## config.mk

```make
export PLATFORM = sky130hd
export DESIGN_NAME = sha_core
export DESIGN_NICKNAME = d
export VERILOG_FILES = /design/src/hw/rtl/sha_pkg.sv /design/src/hw/rtl/sha_core.sv
export SDC_FILE = /design/constraint.sdc
export NUM_CORES = 2
export LEC_CHECK = 0
export BUFFER_PORTS_ARGS = -buffer_cell sky130_fd_sc_hd__buf_2
export CAP_MARGIN = 20
export CORE_MARGIN = 2
export CORE_UTILIZATION = 64
export CTS_BUF_LIST = sky130_fd_sc_hd__clkbuf_16
export CTS_CLUSTER_DIAMETER = 120
export DETAILED_ROUTE_END_ITERATION = 6
export HOLD_SLACK_MARGIN = 0.08
export PLACE_DENSITY = 0.92
export REMOVE_ABC_BUFFERS = 1
export SKIP_LAST_GASP = 1
export SLEW_MARGIN = 20
export SYNTH_ARGS = -nofsm -noshare
export SYNTH_HDL_FRONTEND = slang
export SYNTH_SLANG_ARGS = --single-unit
```

## constraint.sdc

```tcl
create_clock -name clock -period 15.2 [get_ports clock]
set_input_delay 1.52 -clock clock [delete_from_list [all_inputs] [get_ports clock]]
set_output_delay 1.52 -clock clock [all_outputs]
set_load 0.01 [all_outputs]
```

## src/hw/rtl/sha_pkg.sv

```systemverilog
// Constants and round functions for the SHA-256 hasher.
package sha_pkg;
   localparam int unsigned BlockBytes = 64;
   localparam int unsigned LenPos     = 56;
   localparam int unsigned DigestWords = 8;
   localparam int unsigned Rounds     = 64;
   localparam logic [7:0]  PadByte    = 8'h80;

   localparam logic [31:0] RoundK [64] = '{
      32'h428a2f98, 32'h71374491, 32'hb5c0fbcf, 32'he9b5dba5, 32'h3956c25b, 32'h59f111f1,
      32'h923f82a4, 32'hab1c5ed5, 32'hd807aa98, 32'h12835b01, 32'h243185be, 32'h550c7dc3,
      32'h72be5d74, 32'h80deb1fe, 32'h9bdc06a7, 32'hc19bf174, 32'he49b69c1, 32'hefbe4786,
      32'h0fc19dc6, 32'h240ca1cc, 32'h2de92c6f, 32'h4a7484aa, 32'h5cb0a9dc, 32'h76f988da,
      32'h983e5152, 32'ha831c66d, 32'hb00327c8, 32'hbf597fc7, 32'hc6e00bf3, 32'hd5a79147,
      32'h06ca6351, 32'h14292967, 32'h27b70a85, 32'h2e1b2138, 32'h4d2c6dfc, 32'h53380d13,
      32'h650a7354, 32'h766a0abb, 32'h81c2c92e, 32'h92722c85, 32'ha2bfe8a1, 32'ha81a664b,
      32'hc24b8b70, 32'hc76c51a3, 32'hd192e819, 32'hd6990624, 32'hf40e3585, 32'h106aa070,
      32'h19a4c116, 32'h1e376c08, 32'h2748774c, 32'h34b0bcb5, 32'h391c0cb3, 32'h4ed8aa4a,
      32'h5b9cca4f, 32'h682e6ff3, 32'h748f82ee, 32'h78a5636f, 32'h84c87814, 32'h8cc70208,
      32'h90befffa, 32'ha4506ceb, 32'hbef9a3f7, 32'hc67178f2};

   localparam logic [31:0] InitHash [8] = '{
      32'h6a09e667, 32'hbb67ae85, 32'h3c6ef372, 32'ha54ff53a,
      32'h510e527f, 32'h9b05688c, 32'h1f83d9ab, 32'h5be0cd19};

   typedef logic [31:0] word_type;

   typedef struct packed {
      word_type a, b, c, d, e, f, g, h;
   } work_type;

   // req beat: one message byte and its flags
   typedef struct packed {
      logic [7:0] data_byte;
      logic       byte_present;
      logic       end_of_message;
   } req_payload_type;

   // rsp beat: one digest word
   typedef struct packed {
      logic [31:0] digest_word;
      logic [2:0]  word_index;
      logic        last_word;
   } rsp_payload_type;

   function automatic word_type rotr(word_type v, int unsigned n);
      rotr = (v >> n) | (v << (32 - n));
   endfunction

   function automatic word_type small_sig0(word_type x);
      small_sig0 = rotr(x, 7) ^ rotr(x, 18) ^ (x >> 3);
   endfunction

   function automatic word_type small_sig1(word_type x);
      small_sig1 = rotr(x, 17) ^ rotr(x, 19) ^ (x >> 10);
   endfunction

   function automatic work_type round_step(work_type s, word_type k, word_type w);
      word_type t1, t2;
      work_type r;
      t1 = s.h + (rotr(s.e, 6) ^ rotr(s.e, 11) ^ rotr(s.e, 25))
         + ((s.e & s.f) ^ (~s.e & s.g)) + k + w;
      t2 = (rotr(s.a, 2) ^ rotr(s.a, 13) ^ rotr(s.a, 22))
         + ((s.a & s.b) ^ (s.a & s.c) ^ (s.b & s.c));
      r.h = s.g; r.g = s.f; r.f = s.e; r.e = s.d + t1;
      r.d = s.c; r.c = s.b; r.b = s.a; r.a = t1 + t2;
      round_step = r;
   endfunction
endpackage

```

## src/hw/rtl/sha_core.sv

```systemverilog
// Block compression core: 64 rounds of read then compute; 16-word schedule memory.
module sha_core (
   input  logic             clock,
   input  logic             reset,
   input  logic             start,
   input  logic [5:0]       blk_addr,
   input  logic [7:0]       blk_data,
   input  logic             blk_we,
   input  logic             init,
   output logic             busy,
   output sha_pkg::word_type hash [8]
);
   // message_block: 16 words, byte writes
   logic [31:0] sched_mem [16];
   logic [31:0] rd_a, rd_b, rd_c, rd_d;
   logic [3:0]  ra_a, ra_b, ra_c, ra_d;
   logic [6:0]  rnd_ff, rnd_in;
   logic        busy_ff, busy_in;
   logic        ph_ff, ph_in;
   sha_pkg::work_type st_ff, st_in;
   sha_pkg::word_type hash_ff [8];
   sha_pkg::word_type w_new;
   logic [5:0]  r6;

   assign r6 = rnd_ff[5:0];
   // phase 0 issues reads for round r, phase 1 computes and writes
   always_comb begin
      ra_a = r6[3:0];
      ra_b = r6[3:0] - 4'd15;
      ra_c = r6[3:0] - 4'd2;
      ra_d = r6[3:0] - 4'd7;
   end

   always_ff @(posedge clock) begin
      rd_a <= sched_mem[ra_a];
      rd_b <= sched_mem[ra_b];
      rd_c <= sched_mem[ra_c];
      rd_d <= sched_mem[ra_d];
      if (blk_we) begin
         unique case (blk_addr[1:0])
            2'd0: sched_mem[blk_addr[5:2]][31:24] <= blk_data;
            2'd1: sched_mem[blk_addr[5:2]][23:16] <= blk_data;
            2'd2: sched_mem[blk_addr[5:2]][15:8]  <= blk_data;
            default: sched_mem[blk_addr[5:2]][7:0] <= blk_data;
         endcase
      end else if (busy_ff && ph_ff) begin
         sched_mem[ra_a] <= w_new;
      end
   end

   always_comb begin
      if (r6 < 6'd16) w_new = rd_a;
      else w_new = rd_a + sha_pkg::small_sig0(rd_b) + rd_d + sha_pkg::small_sig1(rd_c);
   end

   always_comb begin
      busy_in = busy_ff;
      rnd_in  = rnd_ff;
      ph_in   = ph_ff;
      st_in   = st_ff;
      if (start && !busy_ff) begin
         busy_in = 1'b1;
         rnd_in  = '0;
         ph_in   = 1'b0;
         st_in   = {hash_ff[0], hash_ff[1], hash_ff[2], hash_ff[3],
                    hash_ff[4], hash_ff[5], hash_ff[6], hash_ff[7]};
      end else if (busy_ff) begin
         ph_in = ~ph_ff;
         if (ph_ff) begin
            st_in  = sha_pkg::round_step(st_ff, sha_pkg::RoundK[r6], w_new);
            rnd_in = rnd_ff + 7'd1;
            if (rnd_ff == 7'(sha_pkg::Rounds - 1)) busy_in = 1'b0;
         end
      end
   end

   always_ff @(posedge clock) begin
      if (reset) begin
         busy_ff <= 1'b0;
         rnd_ff  <= '0;
         ph_ff   <= 1'b0;
         for (int i = 0; i < 8; i++) hash_ff[i] <= sha_pkg::InitHash[i];
      end else begin
         busy_ff <= busy_in;
         rnd_ff  <= rnd_in;
         ph_ff   <= ph_in;
         if (init) begin
            for (int i = 0; i < 8; i++) hash_ff[i] <= sha_pkg::InitHash[i];
         end else if (busy_ff && !busy_in) begin
            hash_ff[0] <= hash_ff[0] + st_in.a;
            hash_ff[1] <= hash_ff[1] + st_in.b;
            hash_ff[2] <= hash_ff[2] + st_in.c;
            hash_ff[3] <= hash_ff[3] + st_in.d;
            hash_ff[4] <= hash_ff[4] + st_in.e;
            hash_ff[5] <= hash_ff[5] + st_in.f;
            hash_ff[6] <= hash_ff[6] + st_in.g;
            hash_ff[7] <= hash_ff[7] + st_in.h;
         end
      end
      st_ff <= st_in;
   end

   assign busy = busy_ff;
   assign hash = hash_ff;
endmodule

```

---- Word-level counts from Yosys, hierarchy flattened ----
Memories as Yosys holds them, arrays and structs flattened. A register that Yosys moved wholly into a read port is not among the register bits.
Cells that the tools add are included.
operators by class
  add/sub/neg operators ................... 22
  $mul .................................... 0
  divide/modulo/power cells ............... 0
  magnitude comparators ................... 2
  equal/unequal tests ..................... 3
  shift-type cells ........................ 0
  muxes and demuxes ....................... 28
  bitwise operators ....................... 29
  reduce and logical (&&, ||, !) cells .... 11
operators by type and width
  kind                                                                   number
  256-bit 2-to-1 mux                                                     3
  32-bit adder                                                           18
  32-bit bitwise XOR                                                     9
  32-bit bitwise AND                                                     5
  32-bit 2-to-1 mux                                                      4
  32-bit NOT                                                             1
  10-bit by 32-bit OR with 32-bit output                                 1
  13-bit by 32-bit OR with 32-bit output                                 1
  14-bit by 32-bit OR with 32-bit output                                 1
  15-bit by 32-bit OR with 32-bit output                                 1
  19-bit by 32-bit OR with 32-bit output                                 1
  21-bit by 32-bit OR with 32-bit output                                 1
  25-bit by 32-bit OR with 32-bit output                                 1
  26-bit by 32-bit OR with 32-bit output                                 1
  30-bit by 32-bit OR with 32-bit output                                 1
  7-bit by 32-bit OR with 32-bit output                                  1
  32-bit OR reduction                                                    1
  32-bit by 22-bit bitwise XOR with 32-bit output                        1
  32-bit by 29-bit bitwise XOR with 32-bit output                        1
  1-bit 2-to-1 mux                                                       19
  4-bit 2-to-1 mux                                                       2
  7-bit by 1-bit adder with 7-bit output, second input constant          1
  7-bit by 6-bit equality test with 1-bit output, second input constant  1
  7-bit greater-or-equal comparator, second input constant               1
  other kinds (14)                                                       18
storage, ports and cells
  bits in registers ....................... 521
  bits in latches ......................... 0
  bits in writable memories ............... 512
  bits in read-only memories .............. 2048
  input port bits ......................... 19
  output and inout port bits .............. 257
  word-level logic and storage cells ...... 116
  memories ................................ 2
memories
  memory           words  width  rd ports  clocked after Yosys merged registers in  write ports  RTL line        text
  (no name shown)  64     32     1         0                                        0            sha_core.sv:70  st_in = sha_pkg::round_step(st_ff, sha_pkg::RoundK[r6], w_new);
  sched_mem        16     32     4         4                                        1            sha_core.sv:14  logic [31:0] sched_mem [16];

---- Logic depth before layout (Yosys ltp) ----
  word-level depth ........................ 13
  gate-level depth with buffers ........... 60
  depth with buffers taken out ............ 60

---- Worst setup path after synthesis ----
OpenSTA, ideal clock, no wires.
  kind .................................... reg-to-reg
  from .................................... register rnd_ff[1]
  to ...................................... register hash_ff, in the netlist hash[255]
  setup time .............................. 0.070 ns
  arrival ................................. 11.781 ns
  data required time ...................... 15.130 ns
  slack ................................... 3.348 ns
  stages on the path, launching flop included .. 56
  path buffers ............................ 5
  clock period less this slack ............ 11.852 ns
  path through ............................ dfxtp_1 buf_1 inv_1 clkbuf_1 clkbuf_1 ha_1 clkbuf_1 clkbuf_1 nand2_1 nand2_1 nor2_1 o31ai_1 o21ai_0 fa_1 inv_1 fa_1 inv_1 fa_1 [20 not listed] a221oi_1 o311a_1 nor3_1 a21o_1 a21oi_1 xor2_1 a21oi_1 ha_1 a21o_1 a2111o_1 o221a_2 nor3b_1 o31a_1 o21ai_0 nor2b_1 a211oi_1 or4_1 a21oi_1
RTL lines
  item                    RTL line        text
  from (decl)             sha_core.sv:17  logic [6:0] rnd_ff, rnd_in;
  from (signal assigned)  sha_core.sv:85  rnd_ff <= rnd_in;
  to (decl)               sha_core.sv:21  sha_pkg::word_type hash_ff [8];

==> impl_metrics.csv <==
group,metric,value,unit
run_status,status,"complete, but fails checks",
run_status,violations,"DRC",
hold_path,hold_path_end,"st_ff[148]",
critical_path,worstPathMaxFanout,4,
placed_design,portBuffers,275,
global_route,first_global_vias,62978,
global_route,antenna_found_initial,14,
timing,worst_slew_pin_slew,1.34,ns
die,core,119000,µm²
cells_and_area,final_nets,8106,
hold_path,hold_path_class,"reg2reg",
timing,drv_slew,0,
clock_network,cts.sinks,1161,
clock_network,cts_resized,0,
timing,finalHoldViolCount,0,
route,dr.first_iter.drc_count,11374,
route,wl_per_cell,30.6,µm
cells_and_area,syn_to_final_growth,9.09,%
critical_path,cp.required,15.92,ns
timing,fin_crit,13.98,ns
die,die_width,350,µm
logic_synthesis,synth_edf_count,512,
timing,clock_skew,0.0681,ns
logic_synthesis,synth_ff_type,"dfxtp_1",
route,post-route-drc-count,1,
cells_and_area,ff_latch_area,28400,µm²
critical_path,ff2ff_path_depth,52,
critical_path,start_kind,"register",
logic_synthesis,synth.distinct_cells,85,
hold_path,holdPathStages,2,
logic_synthesis,syn_area,76800,µm²
route,vias,66328,
placed_design,gp_congestion,1.05,
critical_path,reg2reg_slack,1.22,ns
logic_synthesis,ys_async_sr_fraction,0,%
critical_path,crit_type,"reg2reg",
timing,whs,0.480,ns
clock_network,cts_max_level,3,
clock_network,postCtsHoldBufs,0,
timing,setup_viol,0,
die,io_pins,276,
global_route,grt_pass1_wl,411000,µm
critical_path,end_kind,"register",
global_route,grt_max_degree,197,
route,routed_wirelength,282000,µm
logic_synthesis,synthCells,7421,
clock_network,cts_tree,"built",
clock_network,clockBufferDepth,3,
cells_and_area,fillerInstances,8345,
cells_and_area,multi_input_area,45300,µm²
hold_path,hp-start,"st_ff[148]",
route,via_per_inst,7.20,
die,num_rows,127,
die,die-area,123000,µm²
die,die_y,350,µm
logic_synthesis,synth-seq-cells,1161,
route,drtPass1Iterations,7,
logic_synthesis,yosys-top-cells-area,"edfxtp_1 20%, dfxtp_1 17%, mux4_2 13%, ha_1 6.5%, fa_1 5.1%",
cells_and_area,drive_above_1_share,14.7,%
logic_synthesis,synth.top_cell.area_share,20.0,%
timing,rsz0062_at_grt,"false",
critical_path,r2r_start,"rd_b[4]",
logic_synthesis,yosysMostFrequentCell,"nand2_1",
logic_synthesis,postSynthAreaPerCell,10.4,µm²
placed_design,hpwlAfterDp,197000,µm
timing,max_slew_margin,10.5,%
timing,max_freq,71.5,MHz
clock_network,clk_latency,0.82,ns
global_route,grt_usage,45.3,%
logic_synthesis,yosysWarnings,0,
clock_network,cts_root_buf,"clkbuf_16",
run,max_cap_violations,0,
critical_path,reg2reg_to,"hash[255]",
clock_network,clkTransAtPathRegs,0.06,ns
timing,fin_crit_sh,92.0,%
critical_path,worst_ep_arrival_time,14.70,ns
clock_network,cts_buffers,121,
global_route,overflow,0,
logic_synthesis,synth_area_leader_cell,"edfxtp_1",
route,antenna_left,0,
critical_path,cp_slowest_cell,"a2111oi_1",
critical_path,max_stage_delay,0.85,ns
die,initial_core_util,64.3,%
clock_network,cts_setup_buffers,0,
logic_synthesis,yosysSeqAreaShare,36.9,%
logic_synthesis,yosys-top-cells-count,"886 x nand2_1, 649 x dfxtp_1, 540 x a21oi_1",
==> worst max-delay path by stage <==
stage,startpoint,endpoint,slack (ns)
floorplan,rnd_ff[0],hash[255],-20.90
global placement,rd_b[4],hash[255],1.94
detailed placement,rd_b[4],hash[255],1.73
CTS,rd_b[4],hash[255],1.63
global route,rd_b[20],hash[255],0.81
finish,rd_b[4],hash[255],1.22
==> kinds of logic after synthesis <==
kind of cell / Yosys count / share of synthesized area, %
buf+inv: 886 / 4.33
fa+ha+maj: 600 / 11.7
xor+xnor: 563 / 6.44
simple gates: 1698 / 9.62
flops: 1161 / 36.9
mux: 604 / 14.8
compound gates: 1909 / 16.2
==> layout make-up <==
type	instances	area share, %
clock inverters	106	1.14
repair buffers	392	2.78
clock buffers	125	3.73
flip-flops and latches	1161	33.9
well taps	1612	2.41
inverters	440	1.97
multi-input cells	5374	54.1
diodes	7	0.0209
==> sequential cells by signal (all words and copies together) (netlist names) <==
name and flops:
sched_mem 512, hash 256, st_ff 256, rd_a 32, rd_b 32, rd_c 32
rd_d 32, rnd_ff 7, busy 1, ph_ff 1
==> per-stage QoR <==
stage / TNS, ns / setup WS, ns / utilization [%] / area (µm²) / instances
global route: 0 / 0.815 / 70.1 / 83800 / 9212
finish: 0 / 1.22 / 70.1 / 83800 / 9217
global placement: 0 / 1.94 / 66.6 / 79600 / 8974
CTS: 0 / 1.63 / 70.0 / 83700 / 9209
floorplan: -8886.38 / -20.90 / - / 75100 / 6975
detailed placement: 0 / 1.73 / 66.6 / 79600 / 8978
==> placed cells by master, fill, tap and decap left out, types with 101 or more instances in the layout <==
master	netlist	routed
inv_1	438	468
o21ai_0	319	317
xnor2_1	345	344
a21oi_1	540	533
clkbuf_16	0	125
mux4_2	427	427
nand2_1	886	884
a22oi_1	188	188
xor2_1	217	217
fa_1	196	196
mux2i_1	163	162
nand3_1	105	105
a21o_1	187	187
buf_4	0	106
nor2_1	345	323
buf_2	1	276
ha_1	401	398
dfxtp_1	649	643
edfxtp_1	512	512
o211ai_1	101	101
==> critical path, delay by kind of cell, from the launching register on <==
family	cells	cell delay, ns
flip-flops	1	0.36
buffers and inverters	5	0.32
AO/OA/AOI/OAI	22	5.94
adder cells (fa/ha/maj)	10	4.17
AND/OR/NAND/NOR	10	1.85
XOR/XNOR	5	1.24
==> routing by layer <==
metal	routed length (µm)	global-route usage [%]	share of wire [%]	vias up
met3	40900	16.0	14	1521
met4	23700	29.3	8.4	24
met2	122000	68.1	43	5711
met5	172	0	0.061	-
li1	-	-	-	27418
met1	95300	55.5	34	31654
Power is left out: the tool's default activity adds up to more than one toggle a clock period on the data nets, which glitch-free logic cannot reach.
